--- src/rtl/core/rc6_pkg.sv ---
// Shared constants, types and rotate helpers for the RC6 block cipher.
package rc6_pkg;

  localparam int ROUNDS        = 20;
  localparam int TABLE_SIZE    = 2 * ROUNDS + 4;
  localparam int MAX_KEY_WORDS = 8;
  localparam int KEY_REGS      = 4;
  localparam int KEY_REG_WORDS = 2 * KEY_REGS;

  localparam int WORD_W     = 32;
  localparam int ROT_W      = 5;
  localparam int ADDR_W     = $clog2(TABLE_SIZE);
  localparam int ROUND_W    = $clog2(ROUNDS + 1);
  localparam int KIDX_W     = (MAX_KEY_WORDS > 1) ? $clog2(MAX_KEY_WORDS) : 1;
  localparam int KCNT_W     = 4;
  localparam int KEY_CAP    = (MAX_KEY_WORDS < 15) ? MAX_KEY_WORDS : 15;
  localparam int MIX_MAX    = 3 * ((KEY_CAP > TABLE_SIZE) ? KEY_CAP : TABLE_SIZE);
  localparam int STEP_W     = $clog2(MIX_MAX);
  localparam int CFG_ADDR_W = 6;
  localparam int CFG_DATA_W = 64;
  localparam int REG_IDX_W  = 3;

  typedef logic [WORD_W-1:0] word_t;

  localparam word_t MAGIC_P = 32'hB7E15163;
  localparam word_t MAGIC_Q = 32'h9E3779B9;

  localparam int RK_WHITE_B = 0;
  localparam int RK_WHITE_D = 1;
  localparam int RK_WHITE_A = 2 * ROUNDS + 2;
  localparam int RK_WHITE_C = 2 * ROUNDS + 3;

  localparam int KEY_ROT  = 3;
  localparam int QUAD_ROT = 5;

  typedef enum logic {
    REQ_ENCRYPT = 1'b0,
    REQ_DECRYPT = 1'b1
  } req_type_t;

  typedef enum logic [REG_IDX_W-1:0] {
    REG_KEY_01    = 3'd0,
    REG_KEY_23    = 3'd1,
    REG_KEY_45    = 3'd2,
    REG_KEY_67    = 3'd3,
    REG_KEY_COUNT = 3'd4
  } cfg_reg_t;

  typedef struct packed {
    logic  en;
    word_t x;
  } quad_req_t;

  function automatic word_t rotl(word_t x, logic [ROT_W-1:0] n);
    logic [2*WORD_W-1:0] d;
    d = {x, x} << n;
    return d[2*WORD_W-1:WORD_W];
  endfunction

  function automatic word_t rotr(word_t x, logic [ROT_W-1:0] n);
    logic [2*WORD_W-1:0] d;
    d = {x, x} >> n;
    return d[WORD_W-1:0];
  endfunction

endpackage

--- src/rtl/core/rc6_quad_mix.sv ---
// Registered quadratic mixing unit: rotl(x * (2x + 1), 5) modulo 2^32.
module rc6_quad_mix (
  input  logic              clk,
  input  rc6_pkg::quad_req_t req,
  output rc6_pkg::word_t     q
);
  import rc6_pkg::*;

  word_t odd;
  word_t prod;
  word_t q_r;

  assign odd  = {req.x[WORD_W-2:0], 1'b1};
  assign prod = req.x * odd;

  always_ff @(posedge clk) begin
    if (req.en) begin
      q_r <= rotl(prod, ROT_W'(QUAD_ROT));
    end
  end

  assign q = q_r;

endmodule

--- config.mk ---
export PLATFORM = sky130hd
export DESIGN_NAME = rc6_quad_mix
export DESIGN_NICKNAME = d
export VERILOG_FILES = /design/src/rtl/core/rc6_pkg.sv /design/src/rtl/core/rc6_quad_mix.sv
export SDC_FILE = /design/constraint.sdc
export NUM_CORES = 1
export LEC_CHECK = 0
export ABC_CLOCK_PERIOD_IN_PS = 8600
export BUFFER_PORTS_ARGS = -buffer_cell sky130_fd_sc_hd__buf_2
export CORE_MARGIN = 2
export CORE_UTILIZATION = 41
export CTS_CLUSTER_SIZE = 40
export DETAILED_ROUTE_END_ITERATION = 8
export PLACE_DENSITY_LB_ADDON = 0.12
export SETUP_SLACK_MARGIN = 0.3
export SLEW_MARGIN = 20
export SYNTH_ARGS = -nofsm -noshare
export SYNTH_HDL_FRONTEND = slang
export SYNTH_SLANG_ARGS = --single-unit
--- constraint.sdc ---
create_clock -name clk -period 8.6 [get_ports clk]
set_input_delay 1.72 -clock clk [delete_from_list [all_inputs] [get_ports clk]]
set_output_delay 1.72 -clock clk [all_outputs]
set_load 0.01 [all_outputs]
# After elaboration in Yosys (flattened, before gate mapping)
# Index checks and enable logic that the tools add are counted.
dict set report totals {
  latch_bits 0
  elab_cells 2
  mem_bits_ro 0
  mem_count 0
  inputBits 34
  ramBits 0
  regBits 32
  output_inout_bits 32
}
dict set report classes {
  add_sub_neg 0
  n_bitwise 0
  n_shift 0
  muxes 0
  order_cmp 0
  n_eq_ne 0
  n_reduce_logical 0
  multipliers 1
  n_div 0
}
# cell n
set op_table {}
lappend op_table {{$mul A32 B32 Y32} 1}

# Longest topological paths before layout
# Gate-level depths: netlist (run 1).
dict set report depth {
  word_depth 1
  depth_mapped 27
}

# Least setup slack after synthesis (run 1)
# Ideal clock, no wire load.
dict set report synth_timing {
  path_kind {input port to flip-flop}
  from {input port req[3] in the netlist's numbering}
  to {register q_r[3], in the netlist q[3], data pin}
  setup_ps 262
  stages 25
  arrival_time_ps 8220
  slack_ps 118
  path_cell_list {clkbuf_1 > clkbuf_1 > nand2_1 > fa_1 > fa_1 > inv_1 > fa_1 > inv_1 > fa_1 > inv_1 > fa_1 > inv_1 > fa_1 > inv_1 > fa_1 > fa_1 > ha_1 > clkbuf_1 > a2111oi_0 > o211a_1 > o31ai_1 > nand2_1 > o21ai_1 > o41ai_2 > mux2_1}
}
dict set report synth_between {
  elab_chain_len 1
}
# element line_no
set synth_rtl {}
lappend synth_rtl {{from (decl)} rc6_quad_mix.sv:4} ;# input rc6_pkg::quad_req_t req,
lappend synth_rtl {{$mul A32 B32 Y32} rc6_quad_mix.sv:14} ;# assign prod = req.x * odd;
lappend synth_rtl {{via prod[30]} rc6_quad_mix.sv:10} ;# word_t prod;
lappend synth_rtl {{to (signal assigned)} rc6_quad_mix.sv:18} ;# q_r <= rotl(prod, ROT_W'(QUAD_ROT));
lappend synth_rtl {{to (decl)} rc6_quad_mix.sv:11} ;# word_t q_r;
# The timed path passes the listed nets, and every way through them passes these cells.
# A chain may end at the register's enable or synchronous reset.

# Worst setup path after layout (run 1)
dict set report layout_timing {
  from {input port req[7] in the netlist's numbering}
  to {register q_r[4], in the netlist q[4], data pin}
}
# Same word-level chain as after synthesis.

==> flow_summary.json, run 1 <==
{
  "status": "completed",
  "cts.sink_count": 32,
  "fin_crit_sh": 0.9376,
  "rsz0062_at_grt": "false",
  "largest_reg_flops": 32,
  "wl_mm": 36.47,
  "syn_inst": 1427,
  "antenna_found_initial": 1,
  "core_region_area_mm2": 0.03437,
  "report.final.slew_viol_count": 0,
  "fin_util": 0.4751,
  "cts_buffers": 5,
  "netlist_area_mm2": 0.01425,
  "grt_max_degree": 33,
  "finalCriticalPeriod_ns": 8.064,
  "critical_path.startpoint": "req[7]",
  "ff_latch_area_um2": 960.9,
  "synth-edff-count": 32,
  "grt_overflow": 0,
  "synth_compound_area_frac": 0.03987,
  "clkTransAtPathRegs_ns": 0.06,
  "min_path_type": "in2reg",
  "max_freq_mhz": 124.0,
  "chipHeight_um": 190.4,
  "drive_gt1_frac": 0.1430,
  "cts_buffer_depth": 2,
  "port_buffers": 65,
  "vias_per_cell": 4.725,
  "routabilityCongestion": 0.8254,
  "whs_ns": 1.984,
  "hold_viol": 0,
  "via_count": 9582,
  "dp_hpwl_mm": 32.61,
  "routedWlPerCell_um": 17.98,
  "antennaDiodeCount": 0,
  "syn_area_per_cell_um2": 9.985,
  "synthXorXnorAreaFrac": 0.03688,
  "synth_flop_cell": "edfxtp_1",
  "hold_buffers": 0,
  "drtIter0Drc": 414,
  "cts_tree": "built",
  "layout_commonest_cell": "inv_1",
  "hp-start": "req[0]",
  "rows": 68,
  "grt_pass1_vias": 10980,
  "end_kind": "register",
  "synthDistinctLibCells": 56,
  "grt_pass1_wl_mm": 60.31,
  "fill_cells": 3299,
  "path_max_fanout": 9,
  "relSlewSlack": 0.4371,
  "drtAntennaViolNets": 0,
  "cts-root-buf": "clkbuf_16",
  "synth_top_family_by_area": "adder cells",
  "synth_fa_ha_area_frac": 0.6293,
  "ys_seq_area_frac": 0.06744,
  "ios": 66,
  "syn-num-nets": 1958,
  "cts_htree_levels": 2,
  "multi_input_area_mm2": 0.01169,
  "worst-setup-path-type": "in2reg",
  "die-area_mm2": 0.03626,
  "max_slew.worst_pin.slew_ns": 0.8444,
  "cap_violations": 0,
  "async_flop_share": 0,
  "syn_to_final_growth_pct": 14.60,
  "dr.pass1.iters": 5,
  "crit_arrival_ns": 8.12,
  "synth.ff_latch_count": 32,
  "final_cell_mix": "inv_1 (426), fa_1 (359), ha_1 (127)",
  "critPathRequiredTime_ns": 8.66,
  "fin_nets": 2103,
  "synthSimpleGateAreaFrac": 0.1013,
  "initial_core_util": 0.4145,
  "die_w_um": 190.4,
  "setup_violations": 0,
  "remaining_drc_errors": 0,
  "gr-usage-all-layers": 0.2208,
  "ys_warn_count": 0,
  "synthMuxAreaShare": 0.002195,
  "start_kind": "primary input"
}
==> logic make-up after synthesis <==
| family | after synthesis |
|---|---|
| adder cells (fa/ha/maj) | 497 |
| AO/OA/AOI/OAI | 78 |
| XOR/XNOR | 60 |
| buffers and inverters | 467 |
| multiplexers | 3 |
| AND/OR/NAND/NOR | 290 |
| flip-flops | 32 |
==> worst paths after layout <==
kind	endpoint	slack, ns	cells after the start
setup / recovery	q[4]$_DFFE_PP_	0.54	22
hold / removal	q[5]$_DFFE_PP_	1.98	2
==> cell usage after synthesis (all sizes together), types with 4 or more instances <==
cell / count / area [um^2]
a21o: 10 / 76.32
a21oi: 21 / 105.1
and2: 109 / 681.9
and3: 4 / 25.02
clkbuf: 37 / 138.9
edfxtp: 32 / 960.9
fa: 366 / 7327
ha: 131 / 1639
inv: 428 / 1607
nand2: 109 / 409.1
nand2b: 4 / 25.02
nand3: 10 / 50.05
nor2: 35 / 131.4
nor2b: 4 / 25.02
nor3: 4 / 20.02
o211ai: 4 / 30.03
o21ai: 11 / 55.05
xnor2: 49 / 429.2
xor2: 11 / 96.34
==> routing by layer <==
layer,up-vias,GRT usage,wire length [um],part of all wire
met4,0,0.04711,547,0.015
met5,-,0,0,0
li1,4449,-,-,-
met3,22,0.01583,825,0.023
met2,124,0.3810,18330,0.50
met1,4987,0.3064,16770,0.46
==> repair_timing <==
item,4_1_cts,5_1_grt
gates cloned,0,0
buffers inserted,0,0
resized for setup,1,43
pin swaps,0,5
hold endpoints to repair,0,0
setup endpoints to repair,1,9
==> layout make-up <==
| class | count | share of cell area |
|---|---|---|
| clock buffers | 5 | 0.007662 |
| clock inverters | 3 | 0.002299 |
| inverters | 429 | 0.09861 |
| multi-input cells | 928 | 0.7157 |
| flip-flops and latches | 32 | 0.05885 |
| well taps | 455 | 0.03486 |
| repair buffers | 176 | 0.08199 |
==> per-stage QoR <==
step	instance area [um^2]	setup slack (ns)	TNS, ns	instances
6_report	16330	0.5363	0	2028
2_1_floorplan	14350	0.3003	0	1427
5_1_grt	16330	0.3087	0	2028
3_5_place_dp	16020	-0.02758	-0.02758	2020
4_1_cts	16180	0.3147	0	2028
3_3_place_gp	16020	0.04453	0	2020
==> critical path, stage by stage <==
cell and delay, ns:
clkbuf_4 0.19, buf_4 0.15, and2_1 0.16, fa_1 0.48, inv_1 0.05, fa_1 0.50, fa_1 0.57, inv_1 0.08
fa_1 0.48, fa_1 0.59, fa_1 0.44, fa_1 0.50, inv_1 0.05, fa_1 0.56, inv_1 0.06, ha_1 0.30
nand3_1 0.13, or4_1 0.54, o21ai_1 0.15, buf_4 0.17, o22ai_1 0.09, xnor2_1 0.14
Power of run 1 is left out: the tool's default activity adds up to more than one toggle a clock period on the data nets, which glitch-free logic cannot reach.
==> run 2: changes to the inputs <==
Settings changed: ABC_CLOCK_PERIOD_IN_PS 8600 to 7300.
Clock period 8.6 ns to 7.3 ns, I/O delays scaled along.
==> run 2 against run 1 <==
Effect of this change:
- the flow now finishes with violations (setup timing)
- global-route usage rose by 1.2 points
- core utilization rose by 7.9 points
- worst setup slack got worse by 0.90 ns
- design area rose by 17%
- via count rose by 8.7%
- critical path depth rose by 1
- count of clock-buffer cells in the layout did not move
==> flow_summary.json, run 2 (synthesis gave the netlist of run 1 again) <==
{
  "fin_crit_sh": 1.050,
  "rows": 68,
  "path_max_fanout": 4,
  "cts_buffer_depth": 2,
  "drtAntennaViolNets": 0,
  "whs_ns": 1.717,
  "critPathRequiredTime_ns": 7.34,
  "die-area_mm2": 0.03626,
  "largest_reg_flops": 32,
  "grt_pass1_vias": 12110,
  "wl_mm": 38.59,
  "cts_buffers": 5,
  "cap_violations": 0,
  "drive_gt1_frac": 0.3030,
  "fin_ws_ns": -0.3639,
  "port_buffers": 65,
  "via_count": 10420,
  "grt_overflow": 0,
  "antenna_found_initial": 2,
  "status": "complete, but fails checks",
  "fin_area_mm2": 0.01905,
  "cts_htree_levels": 2,
  "clkTransAtPathRegs_ns": 0.07,
  "crit_path_frequent_cell": "fa_1",
  "fin_util": 0.5541,
  "setup_violations": 15,
  "end_kind": "register",
  "vias_per_cell": 4.617,
  "dp_hpwl_mm": 33.73,
  "initial_core_util": 0.4145,
  "layout_commonest_cell": "inv_1",
  "grt_pass1_wl_mm": 64.63,
  "violations": "setup timing",
  "max_freq_mhz": 130.5,
  "grtUsageMet2": 0.4078,
  "cts-root-buf": "clkbuf_16",
  "die_w_um": 190.4,
  "routedWlPerCell_um": 17.10,
  "finalCriticalPeriod_ns": 7.664,
  "fill_cells": 3146,
  "hold_viol": 0,
  "min_path_type": "in2reg",
  "critical_path.startpoint": "req[18]",
  "fin_nets": 2332,
  "grt_max_degree": 33,
  "stdcell_count": 2257,
  "report.final.slew_viol_count": 0,
  "slowest_delay_ns": 0.54,
  "chipHeight_um": 190.4,
  "ios": 66,
  "final_cell_mix": "inv_1 (418), fa_1 (344), buf_4 (290)",
  "antennaDiodeCount": 0,
  "hp-start": "req[2]",
  "cpMaxStageDelayCell": "fa_1",
  "start_kind": "primary input",
  "busiest_layer": "met2",
  "remaining_drc_errors": 0,
  "use_met3": 0.01325,
  "dr.pass1.iters": 4,
  "dp_cells": 2202,
  "hold_buffers": 0,
  "routabilityCongestion": 0.8316,
  "worst-setup-path-type": "in2reg",
  "holdPathStages": 4,
  "drtIter0Drc": 366,
  "relSlewSlack": 0.4312,
  "gr-usage-all-layers": 0.2332,
  "cts_tree": "built",
  "postPlaceCellArea_mm2": 0.01751,
  "grtUsageMet1": 0.3254,
  "crit_arrival_ns": 7.70,
  "core_region_area_mm2": 0.03437,
  "cts.sink_count": 32,
  "max_slew.worst_pin.slew_ns": 0.8532,
  "syn_to_final_growth_pct": 33.67,
  "crit_end": "q[3]$_DFFE_PP_",
  "rsz0062_at_grt": "true",
  "path_cells": "buf_12 -> buf_12 -> and2_4 -> fa_1 -> inv_1 -> fa_1 -> inv_1 -> fa_1 -> inv_1 -> fa_1 -> inv_2 -> fa_1 -> fa_2 -> fa_1 -> fa_1 -> ha_4 -> a21o_1 -> a21oi_2 -> o31ai_4 -> nand2_2 -> o21ai_2 -> o41ai_2 -> mux2_1"
}
[run 2: cell type report]
cell class	count	area, um^2	area share
multi-input combinational	928	12330	0.6474
timing repair buffer	405	3412	0.1791
inverter	429	1610	0.08455
sequential	32	960.9	0.05045
tap	455	569.3	0.02989
clock buffer	5	125.1	0.006569
clock inverter	3	37.54	0.001971
[run 2: through the flow]
step	setup WS, ns	TNS (ns)
CTS	-0.3512	-2.880
global route	-0.5751	-6.745
detailed placement	-0.9917	-12.49
global placement	-0.9146	-11.35
floorplan	-0.6766	-2.815
finish	-0.3639	-3.584
[run 2: repair_timing]
item                                    in CTS  in global routing
gates resized for setup                    165                 51
endpoints found under the setup margin      19                 19
setup buffers                               30                 15
pin swaps                                  105                 66
gates cloned                                 2                  0
[run 2: layer usage]
layer / vias up / routed length, um
li1: 4917 / -
met1: 5364 / 17870
met2: 115 / 19420
met3: 24 / 832
met4: 0 / 467
met5: - / 0
[run 2: worst min-delay path by stage]
stage / end / slack [ns]
after detailed placement: q[8] / 1.87
final: q[7]$_DFFE_PP_ / 1.72
after floorplan: q[5]$_DFFE_PP_ / 1.56
after global placement: q[5] / 1.87
after CTS: q[7]$_DFFE_PP_ / 1.71
after global routing: q[7]$_DFFE_PP_ / 1.74
[run 2: critical path: cells and delay by family]
kind,cells,cell delay (ns)
AND/OR/NAND/NOR,2,0.24
AO/OA/AOI/OAI,5,0.92
multiplexers,1,0.36
buffers and inverters,6,0.44
adder cells (fa/ha/maj),9,4.25
Power of run 2 is left out for the same reason.
